==> src/rtl/core/tmt_pkg.sv <==
// ----------------------------------------------------------------------------
// tmt_pkg
// shared constants, command and result codes, and the slot entry type of the
// multi-slot timer table
// ----------------------------------------------------------------------------
package tmt_pkg;

  localparam int SLOTS       = 16;
  localparam int PRIO_LEVELS = 4;
  localparam int IDX_W       = (SLOTS > 1) ? $clog2(SLOTS) : 1;

  localparam logic [2:0] CMD_TICK   = 3'd0;
  localparam logic [2:0] CMD_CREATE = 3'd1;
  localparam logic [2:0] CMD_RECONF = 3'd2;
  localparam logic [2:0] CMD_PAUSE  = 3'd3;
  localparam logic [2:0] CMD_RESUME = 3'd4;
  localparam logic [2:0] CMD_DELETE = 3'd5;

  localparam logic [1:0] KIND_DONE    = 2'd0;
  localparam logic [1:0] KIND_REFUSED = 2'd1;
  localparam logic [1:0] KIND_FIRED   = 2'd2;
  localparam logic [1:0] KIND_IDLE    = 2'd3;

  typedef struct packed {
    logic        in_use;
    logic        paused;
    logic        micros;
    logic [2:0]  urg;
    logic [31:0] period;
    logic [31:0] due;
  } slot_entry_t;

endpackage

==> src/rtl/core/tmt_cell.sv <==
// ----------------------------------------------------------------------------
// tmt_cell
// one timer slot of the rotating ring; holds the entry, passes it on when the
// ring steps and flags when the slot is running and due
// ----------------------------------------------------------------------------
module tmt_cell import tmt_pkg::*; (
  input  logic        clk,
  input  logic        rst,
  input  logic        shift,
  input  slot_entry_t d,
  input  logic [31:0] time_millis,
  input  logic [31:0] time_micros,
  output slot_entry_t q,
  output logic        expired
);

  logic [31:0] now;

  always_ff @(posedge clk) begin
    if (rst) begin
      q <= '0;
    end else if (shift) begin
      q <= d;
    end
  end

  assign now     = q.micros ? time_micros : time_millis;
  assign expired = q.in_use && !q.paused && (now >= q.due);

endmodule

==> src/rtl/core/tmt_rem.sv <==
// ----------------------------------------------------------------------------
// tmt_rem
// restoring remainder unit, one quotient bit per cycle
// ----------------------------------------------------------------------------
module tmt_rem import tmt_pkg::*; (
  input  logic        clk,
  input  logic        rst,
  input  logic        start,
  input  logic [31:0] dividend,
  input  logic [31:0] divisor,
  output logic        done,
  output logic [31:0] rem
);

  logic        busy;
  logic [4:0]  step;
  logic [31:0] dvd;
  logic [31:0] dsr;
  logic [32:0] trial;
  logic [32:0] diff;
  logic        ge;

  assign trial = {rem, dvd[31]};
  assign diff  = trial - {1'b0, dsr};
  assign ge    = trial >= {1'b0, dsr};

  always_ff @(posedge clk) begin
    if (rst) begin
      busy <= 1'b0;
      done <= 1'b0;
      step <= '0;
    end else begin
      done <= 1'b0;
      if (start) begin
        busy <= 1'b1;
        step <= '0;
      end else if (busy) begin
        step <= step + 5'd1;
        if (step == 5'd31) begin
          busy <= 1'b0;
          done <= 1'b1;
        end
      end
    end
  end

  always_ff @(posedge clk) begin
    if (start) begin
      rem <= '0;
      dvd <= dividend;
      dsr <= divisor;
    end else if (busy) begin
      rem <= ge ? diff[31:0] : trial[31:0];
      dvd <= {dvd[30:0], 1'b0};
    end
  end

endmodule

==> src/rtl/core/multi_slot_timer_table.sv <==
// ----------------------------------------------------------------------------
// multi_slot_timer_table
// table of timer slots with create, reconfigure, pause, resume, delete, tick
// ----------------------------------------------------------------------------
// The slots sit in a ring of cells that steps one slot per cycle, unless held,
// past a single update point, so every command takes one full turn of the ring.
// Resume of a paused periodic slot that has fallen behind holds the ring while
// the bit-serial remainder unit runs. A tick gives one beat per fired slot in
// slot order, the last one marked, or a single nothing-due beat; a stall on the
// result side holds the ring. No new command is taken until the current one
// has handed its final beat to the output register.
module multi_slot_timer_table import tmt_pkg::*; (
  input  logic        clk,
  input  logic        rst,
  input  logic        in_valid,
  output logic        in_stall,
  input  logic [2:0]  command,
  input  logic [7:0]  slot,
  input  logic [31:0] period,
  input  logic [31:0] start_offset,
  input  logic        use_micros,
  input  logic [2:0]  urgency,
  input  logic [31:0] time_millis,
  input  logic [31:0] time_micros,
  output logic        out_valid,
  input  logic        out_stall,
  output logic [1:0]  kind,
  output logic [3:0]  slot_out,
  output logic [2:0]  fire_urgency,
  output logic        last
);

  localparam logic [1:0] S_IDLE = 2'd0;
  localparam logic [1:0] S_SCAN = 2'd1;
  localparam logic [1:0] S_DIV  = 2'd2;
  localparam logic [1:0] S_END  = 2'd3;

  logic [1:0]       state;
  logic [IDX_W-1:0] cnt;
  logic [2:0]       cmd_r;
  logic [7:0]       slot_r;
  logic [31:0]      per_r;
  logic [31:0]      off_r;
  logic             mic_r;
  logic [2:0]       urg_r;
  logic [31:0]      ms_r;
  logic [31:0]      us_r;
  logic             found;
  logic [IDX_W-1:0] res_slot;
  logic             pend_valid;
  logic [IDX_W-1:0] pend_slot;
  logic [2:0]       pend_urg;

  slot_entry_t cell_q [SLOTS];
  slot_entry_t cell_d [SLOTS];
  logic        cell_exp [SLOTS];

  slot_entry_t head;
  slot_entry_t head_new;
  slot_entry_t load_entry;
  logic [31:0] now_head;
  logic [31:0] now_load;
  logic        slot_hit;
  logic        slot_ok;
  logic        urg_ok;
  logic        fire;
  logic        load_hit;
  logic        start_div;
  logic        emit_need;
  logic        out_free;
  logic        shift;
  logic        div_done;
  logic [31:0] div_rem;
  logic [1:0]  fin_kind;
  logic [IDX_W-1:0] fin_slot;
  logic [2:0]  fin_urg;

  genvar k;
  generate
    for (k = 0; k < SLOTS; k++) begin : g_cell
      if (k == SLOTS - 1) begin : g_tail
        assign cell_d[k] = head_new;
      end else begin : g_link
        assign cell_d[k] = cell_q[k+1];
      end
      tmt_cell u_cell (
        .clk         (clk),
        .rst         (rst),
        .shift       (shift),
        .d           (cell_d[k]),
        .time_millis (ms_r),
        .time_micros (us_r),
        .q           (cell_q[k]),
        .expired     (cell_exp[k])
      );
    end
  endgenerate

  assign head       = cell_q[0];
  assign now_head   = head.micros ? us_r : ms_r;
  assign now_load   = mic_r ? us_r : ms_r;
  assign load_entry = '{in_use: 1'b1, paused: 1'b0, micros: mic_r, urg: urg_r,
                        period: per_r, due: now_load + off_r};
  assign slot_hit   = ({{(9-IDX_W){1'b0}}, cnt} == {1'b0, slot_r});
  assign slot_ok    = ({1'b0, slot_r} < 9'(SLOTS));
  assign urg_ok     = ({1'b0, urg_r} < 4'(PRIO_LEVELS));

  always_comb begin
    head_new  = head;
    fire      = 1'b0;
    load_hit  = 1'b0;
    start_div = 1'b0;
    case (cmd_r)
      CMD_TICK: begin
        if (cell_exp[0]) begin
          fire = 1'b1;
          if (head.period == '0) begin
            head_new = '0;
          end else begin
            head_new.due = head.due + head.period;
          end
        end
      end
      CMD_CREATE: begin
        if (!found && urg_ok && !head.in_use) begin
          head_new = load_entry;
          load_hit = 1'b1;
        end
      end
      CMD_RECONF: begin
        if (slot_hit && urg_ok && head.in_use) begin
          head_new = load_entry;
          load_hit = 1'b1;
        end
      end
      CMD_PAUSE: begin
        if (slot_hit) begin
          head_new.paused = 1'b1;
        end
      end
      CMD_RESUME: begin
        if (slot_hit && head.paused && head.period != '0) begin
          if (now_head >= head.due) begin
            start_div = 1'b1;
          end else begin
            head_new.paused = 1'b0;
          end
        end
      end
      CMD_DELETE: begin
        if (slot_hit) begin
          head_new = '0;
        end
      end
      default: ;
    endcase
    if (state == S_DIV) begin
      head_new.paused = 1'b0;
      head_new.due    = now_head - div_rem + head.period;
    end
  end

  assign out_free  = !out_valid || !out_stall;
  assign emit_need = (state == S_SCAN) && fire && pend_valid;
  assign shift     = ((state == S_SCAN) && !start_div && !(emit_need && !out_free)) ||
                     ((state == S_DIV) && div_done);
  assign in_stall  = (state != S_IDLE);

  tmt_rem u_rem (
    .clk      (clk),
    .rst      (rst),
    .start    ((state == S_SCAN) && start_div),
    .dividend (now_head - head.due),
    .divisor  (head.period),
    .done     (div_done),
    .rem      (div_rem)
  );

  always_comb begin
    fin_kind = KIND_REFUSED;
    fin_slot = '0;
    fin_urg  = '0;
    case (cmd_r)
      CMD_TICK: begin
        if (pend_valid) begin
          fin_kind = KIND_FIRED;
          fin_slot = pend_slot;
          fin_urg  = pend_urg;
        end else begin
          fin_kind = KIND_IDLE;
        end
      end
      CMD_CREATE: begin
        if (found) begin
          fin_kind = KIND_DONE;
          fin_slot = res_slot;
        end
      end
      CMD_RECONF: begin
        if (found) begin
          fin_kind = KIND_DONE;
        end
      end
      CMD_PAUSE, CMD_RESUME, CMD_DELETE: begin
        if (slot_ok) begin
          fin_kind = KIND_DONE;
        end
      end
      default: ;
    endcase
  end

  always_ff @(posedge clk) begin
    if (rst) begin
      state      <= S_IDLE;
      cnt        <= '0;
      found      <= 1'b0;
      pend_valid <= 1'b0;
      out_valid  <= 1'b0;
    end else begin
      if ((emit_need && shift) || ((state == S_END) && out_free)) begin
        out_valid <= 1'b1;
      end else if (out_free) begin
        out_valid <= 1'b0;
      end
      case (state)
        S_IDLE: begin
          if (in_valid) begin
            state      <= S_SCAN;
            cnt        <= '0;
            found      <= 1'b0;
            pend_valid <= 1'b0;
          end
        end
        S_SCAN, S_DIV: begin
          if ((state == S_SCAN) && start_div) begin
            state <= S_DIV;
          end else if (shift) begin
            if (load_hit) begin
              found <= 1'b1;
            end
            if (fire) begin
              pend_valid <= 1'b1;
            end
            if (cnt == IDX_W'(SLOTS - 1)) begin
              cnt   <= '0;
              state <= S_END;
            end else begin
              cnt <= cnt + 1'b1;
              if (state == S_DIV) begin
                state <= S_SCAN;
              end
            end
          end
        end
        S_END: begin
          if (out_free) begin
            state <= S_IDLE;
          end
        end
        default: state <= S_IDLE;
      endcase
    end
  end

  always_ff @(posedge clk) begin
    if ((state == S_IDLE) && in_valid) begin
      cmd_r  <= command;
      slot_r <= slot;
      per_r  <= period;
      off_r  <= start_offset;
      mic_r  <= use_micros;
      urg_r  <= urgency;
      ms_r   <= time_millis;
      us_r   <= time_micros;
    end
    if (((state == S_SCAN) || (state == S_DIV)) && shift && !((state == S_SCAN) && start_div))
    begin
      if (load_hit) begin
        res_slot <= cnt;
      end
      if (fire) begin
        pend_slot <= cnt;
        pend_urg  <= head.urg;
      end
    end
    if (emit_need && shift) begin
      kind         <= KIND_FIRED;
      slot_out     <= 4'(pend_slot);
      fire_urgency <= pend_urg;
      last         <= 1'b0;
    end else if ((state == S_END) && out_free) begin
      kind         <= fin_kind;
      slot_out     <= 4'(fin_slot);
      fire_urgency <= fin_urg;
      last         <= 1'b1;
    end
  end

endmodule

==> config.mk <==
export PLATFORM = sky130hd
export DESIGN_NAME = multi_slot_timer_table
export DESIGN_NICKNAME = d
export VERILOG_FILES = /design/src/rtl/core/tmt_pkg.sv /design/src/rtl/core/tmt_cell.sv /design/src/rtl/core/tmt_rem.sv /design/src/rtl/core/multi_slot_timer_table.sv
export SDC_FILE = /design/constraint.sdc
export NUM_CORES = 2
export LEC_CHECK = 0
export BUFFER_PORTS_ARGS = -buffer_cell sky130_fd_sc_hd__buf_2
export CAP_MARGIN = 25
export CORE_MARGIN = 3
export CORE_UTILIZATION = 55
export CTS_BUF_LIST = sky130_fd_sc_hd__clkbuf_4 sky130_fd_sc_hd__clkbuf_8
export DETAILED_ROUTE_END_ITERATION = 10
export GPL_TIMING_DRIVEN = 0
export PLACE_DENSITY_LB_ADDON = 0.12
export SETUP_SLACK_MARGIN = 0.2
export SYNTH_ARGS = -nofsm -noshare
export SYNTH_HDL_FRONTEND = slang
export SYNTH_SLANG_ARGS = --single-unit
==> constraint.sdc <==
create_clock -name clk -period 4.7 [get_ports clk]
set_input_delay 0.235 -clock clk [delete_from_list [all_inputs] [get_ports clk]]
set_output_delay 0.235 -clock clk [all_outputs]
set_load 0.01 [all_outputs]
==> key figures <==
STA
  – Clk_skew: 0.05388 ns
  – Slew @ Worst Pin: 1.144 ns
  – Fin. max-slew vios: 0
  – Endpoints failing hold: 0
  – Max Fclk: 0.2226 GHz
  – Crit path time final: 4.492 ns
  – Worst slew margin: 23.71%
  – RSZ-0062 raised after global routing: true
  – Setup WS post-layout: 0.2084 ns
  – Post-route clock period utilization: 95.57%
  – Final setup vio count: 0

Global routing
  – Global-route wire length before repair: 313500 um
  – Antenna violations before repair: 12
  – Largest net degree at the start of global routing: 98
  – GRT busiest layer: met2
  – Met2 usage: 61.49%
  – Met1 Resource Use GR: 47.31%
  – Gr usage total: 37.29%
  – Overflow left after global routing: 0
  – M3 GR Usage: 4.931%
  – Vias in the first global route: 50530

Die
  – Die ar.: 111600 um2
  – # IOs: 159
  – Core area: 106000 um2
  – Row count: 119
  – Initial Utilization: 55.86%
  – Overall die height: 334.1 um
  – Die width: 334.1 um

Clocking
  – CTS buffer count: 216
  – Clock latency on the worst-skew pair: 0.92 ns
  – Clk slew on worst S/H paths: 0.07 ns
  – Clock Path Buffers: 3
  – Clock root cell: clkbuf_8
  – CTS tree: done
  – CTS sink cnt: 1396
  – H-tree depth: 4

Critical path
  – CP Data Arrival Time: 5.25 ns
  – Worst EP required: 5.46 ns
  – Crit-path max FO: 9
  – Most common cell on crit path: buf_4
  – Worst reg2reg setup slack: 0.21 ns
  – Setup crit end kind: flip-flop
  – Max incr delay on CP: 0.49 ns
  – Crit Path Class: flip-flop to flip-flop
  – Startpoint Class: flip-flop
  – CP max-delay cell: o221ai_1
  – CP Cell Sequence: buf_12 > clkbuf_16 > mux2i_4 > inv_1 > ha_2 > nand2_1 > or3_4 > a311oi_4 > buf_4 > o31ai_4 > a31oi_4 > buf_4 > o21ai_0 > a221o_1 > o221ai_1 > a21oi_1

Synth
  – Main synth FF type: dfxtp_1
  – Cells after synthesis: 7058
  – Synthesized cell area: 59210 um2
  – Synth cell types: 97
  – Number of synthesized flops with an enable pin: 225
  – Post-synthesis sequential area ratio: 51.00%
  – Seq cells post-synth: 1396
  – Yosys warnings: 0
  – FFs w/ async S/R, synth: 0%
  – Post-synthesis net count: 7405
  – Syn_area_per_cell: 8.389 um2

Run status
  – Status: finished, final reports clean

Power and ir drop
  – Switch Pwr: 11.72 mW
  – Sw frac: 35.83%
  – Comb pwr share: 26.8%
  – Clock share of power: 33.5%
  – Seq pwr share: 39.7%
  – Maximum VDD drop: 368.1 uV
  – Pwr dens: 466.9 nW/um2
  – Pint: 20.99 mW
  – Pleak: 25.74 nW
  – Design Power: 32.71 mW

Placed design
  – HPWL after DPL: 157500 um
  – IO buf count: 158
  – DP Worst Slack: -2.223 ns
  – GPL Wtd Cong: 1.022

Route
  – Vias/cell: 5.694
  – Routed WL: 212300 um
  – Post-DRT Antenna Nets: 0
  – Routed vias: 52670
  – # DRC: 0
  – Wire per inst: 22.95 um
  – Number of DRC markers in iteration 0: 4992
  – DRT Pass-1 Iters: 9

Finish
  – Nets: 8025
  – Synth-to-layout area growth: 18.33%
  – Multi-input logic area: 26850 um2
  – Layout cells sized above 1: 12.72%
  – Fillcell total: 9125
  – Register area: 30210 um2

Hold path
  – Min-Delay Path Class: input pin to flip-flop

Job
  – Max-cap violations: 0
[state kept, by name, indices dropped and copies added, names as in the netlist, 5 cells and up]
name and count:
slot_r 8, u_rem.step 5, u_rem.dsr 32, u_rem.rem 32
off_r 32, g_cell.u_cell.q 1120, per_r 32, u_rem.dvd 32
ms_r 32, us_r 32
[worst max-delay path, delay by kind of cell (launching register included)]
kind | cells | cell delay (ns)
AO/OA/AOI/OAI | 7 | 1.83
adder cells (fa/ha/maj) | 1 | 0.38
AND/OR/NAND/NOR | 2 | 0.53
multiplexers | 1 | 0.39
buffers and inverters | 5 | 0.82
flip-flops | 1 | 0.36
[power by group through the flow]
stage / registers (mW) / clock network, mW / logic (mW)
2_1_floorplan: 13.0 / 0 / 5.13
3_3_place_gp: 13.2 / 0 / 7.86
3_5_place_dp: 13.2 / 0 / 7.95
4_1_cts: 12.9 / 11.0 / 8.45
5_1_grt: 13.0 / 11.6 / 9.34
6_report: 13.0 / 11.0 / 8.78
[cell usage after synthesis (8+ instances only)]
cell type / number / share of area [%]
nand2_1: 2307 / 15
a21oi_1: 1301 / 11
dfxtp_1: 1171 / 40
inv_1: 246 / 1.6
edfxtp_1: 225 / 11
clkbuf_1: 212 / 1.3
buf_2: 205 / 1.7
nor2_1: 170 / 1.1
ha_1: 165 / 3.5
o21ai_0: 145 / 1.2
xnor2_1: 82 / 1.2
a21o_1: 72 / 0.91
o31ai_1: 53 / 0.67
xor2_1: 49 / 0.72
mux2i_1: 46 / 0.78
nand3_1: 36 / 0.30
fa_1: 35 / 1.2
mux2_2: 34 / 0.65
nor3_1: 29 / 0.25
a211oi_1: 24 / 0.30
nand2b_1: 23 / 0.24
nand4_1: 23 / 0.24
o21a_1: 23 / 0.29
o21bai_1: 23 / 0.29
nor2b_1: 22 / 0.23
a221oi_1: 21 / 0.31
nor4_1: 20 / 0.21
buf_4: 18 / 0.23
a31oi_1: 17 / 0.18
a21boi_0: 15 / 0.19
and3_1: 15 / 0.16
or3_1: 14 / 0.15
and2_1: 12 / 0.13
o22ai_1: 12 / 0.13
o211ai_1: 11 / 0.14
and4_1: 9 / 0.13
o211a_1: 9 / 0.15
a221o_1: 8 / 0.14
o21ai_1: 8 / 0.068
or2_2: 8 / 0.085
[cells in the final DEF (no fill, tap or decap), types with 23 or more instances in the layout]
| cell | n |
|---|---|
| o31ai_1 | 50 |
| a21o_1 | 72 |
| buf_4 | 57 |
| o21ai_0 | 136 |
| edfxtp_1 | 225 |
| o21a_1 | 23 |
| nand2b_1 | 23 |
| clkbuf_4 | 76 |
| clkbuf_2 | 23 |
| clkbuf_1 | 180 |
| dfxtp_1 | 1163 |
| xor2_1 | 49 |
| nand4_1 | 23 |
| nor2_1 | 167 |
| fa_1 | 35 |
| inv_1 | 244 |
| ha_1 | 159 |
| nor3_1 | 27 |
| nand3_1 | 33 |
| mux2_2 | 34 |
| xnor2_1 | 80 |
| nand2_1 | 2303 |
| a21oi_1 | 1295 |
| clkbuf_8 | 275 |
| dlygate4sd3_1 | 210 |
| buf_2 | 327 |
[through the flow]
step / hold slack, ns / TNS, ns / std cells / util (%) / area, um2
3_5_place_dp: 0.4131 / -2044.86 / 8617 / 58.42 / 61930
2_1_floorplan: 0.3339 / 0 / 7058 / - / 59220
6_report: 0.06436 / 0 / 9251 / 66.09 / 70060
4_1_cts: 0.0002717 / 0 / 9234 / 65.70 / 69650
5_1_grt: 0.03660 / 0 / 9248 / 66.08 / 70060
3_3_place_gp: 0.4121 / -2192.81 / 8607 / 58.25 / 61750
[layout make-up]
cell class              instances  share of cell area (%)
flip-flops and latches       1396                   43.12
multi-input cells            4974                   38.32
clock buffers                 344                   6.141
repair buffers                401                   4.734
plain buffers                 442                   3.254
well taps                    1391                   2.484
inverters                     247                   1.336
clock inverters                48                  0.5911
diodes                          8                 0.02857
[routing by layer]
metal	vias to the layer above	wire, um
li1	25060	-
met1	24930	86130
met2	2118	97900
met3	569	14170
met4	0	14070
met5	-	0
[path summary, 6_finish.rpt]
path	depth (start not counted)	endpoint	start
hold reg to reg	2	g_cell[11].u_cell.q[31]$_SDFFE_PP0N_	g_cell[12].u_cell.q[31]$_SDFFE_PP0N_
hold / removal	2	per_r[25]$_DFFE_PP_	period[25]
setup / recovery	16	g_cell[15].u_cell.q[0]$_SDFFE_PP0N_	g_cell[0].u_cell.q[67]$_SDFFE_PP0N_
setup reg to reg	16	g_cell[15].u_cell.q[0]$_SDFFE_PP0N_	g_cell[0].u_cell.q[67]$_SDFFE_PP0N_
[kinds of logic after synthesis]
kind of cell | share of synthesized area (%)
flip-flops | 51.00
XOR/XNOR | 1.976
multiplexers | 1.424
AND/OR/NAND/NOR | 18.20
adder cells (fa/ha/maj) | 4.670
buffers and inverters | 4.940
AO/OA/AOI/OAI | 17.79
[repair_timing]
action | CTS | global route
hold buffers | 210 | 0
pin swaps | 10 | 14
gates resized for setup | 179 | 88
hold endpoints to repair | 214 | 0
setup buffers | 13 | 8
setup endpoints to repair | 1285 | 1221
gates cloned | 2 | 1
Power figures use the tool's default switching activity.
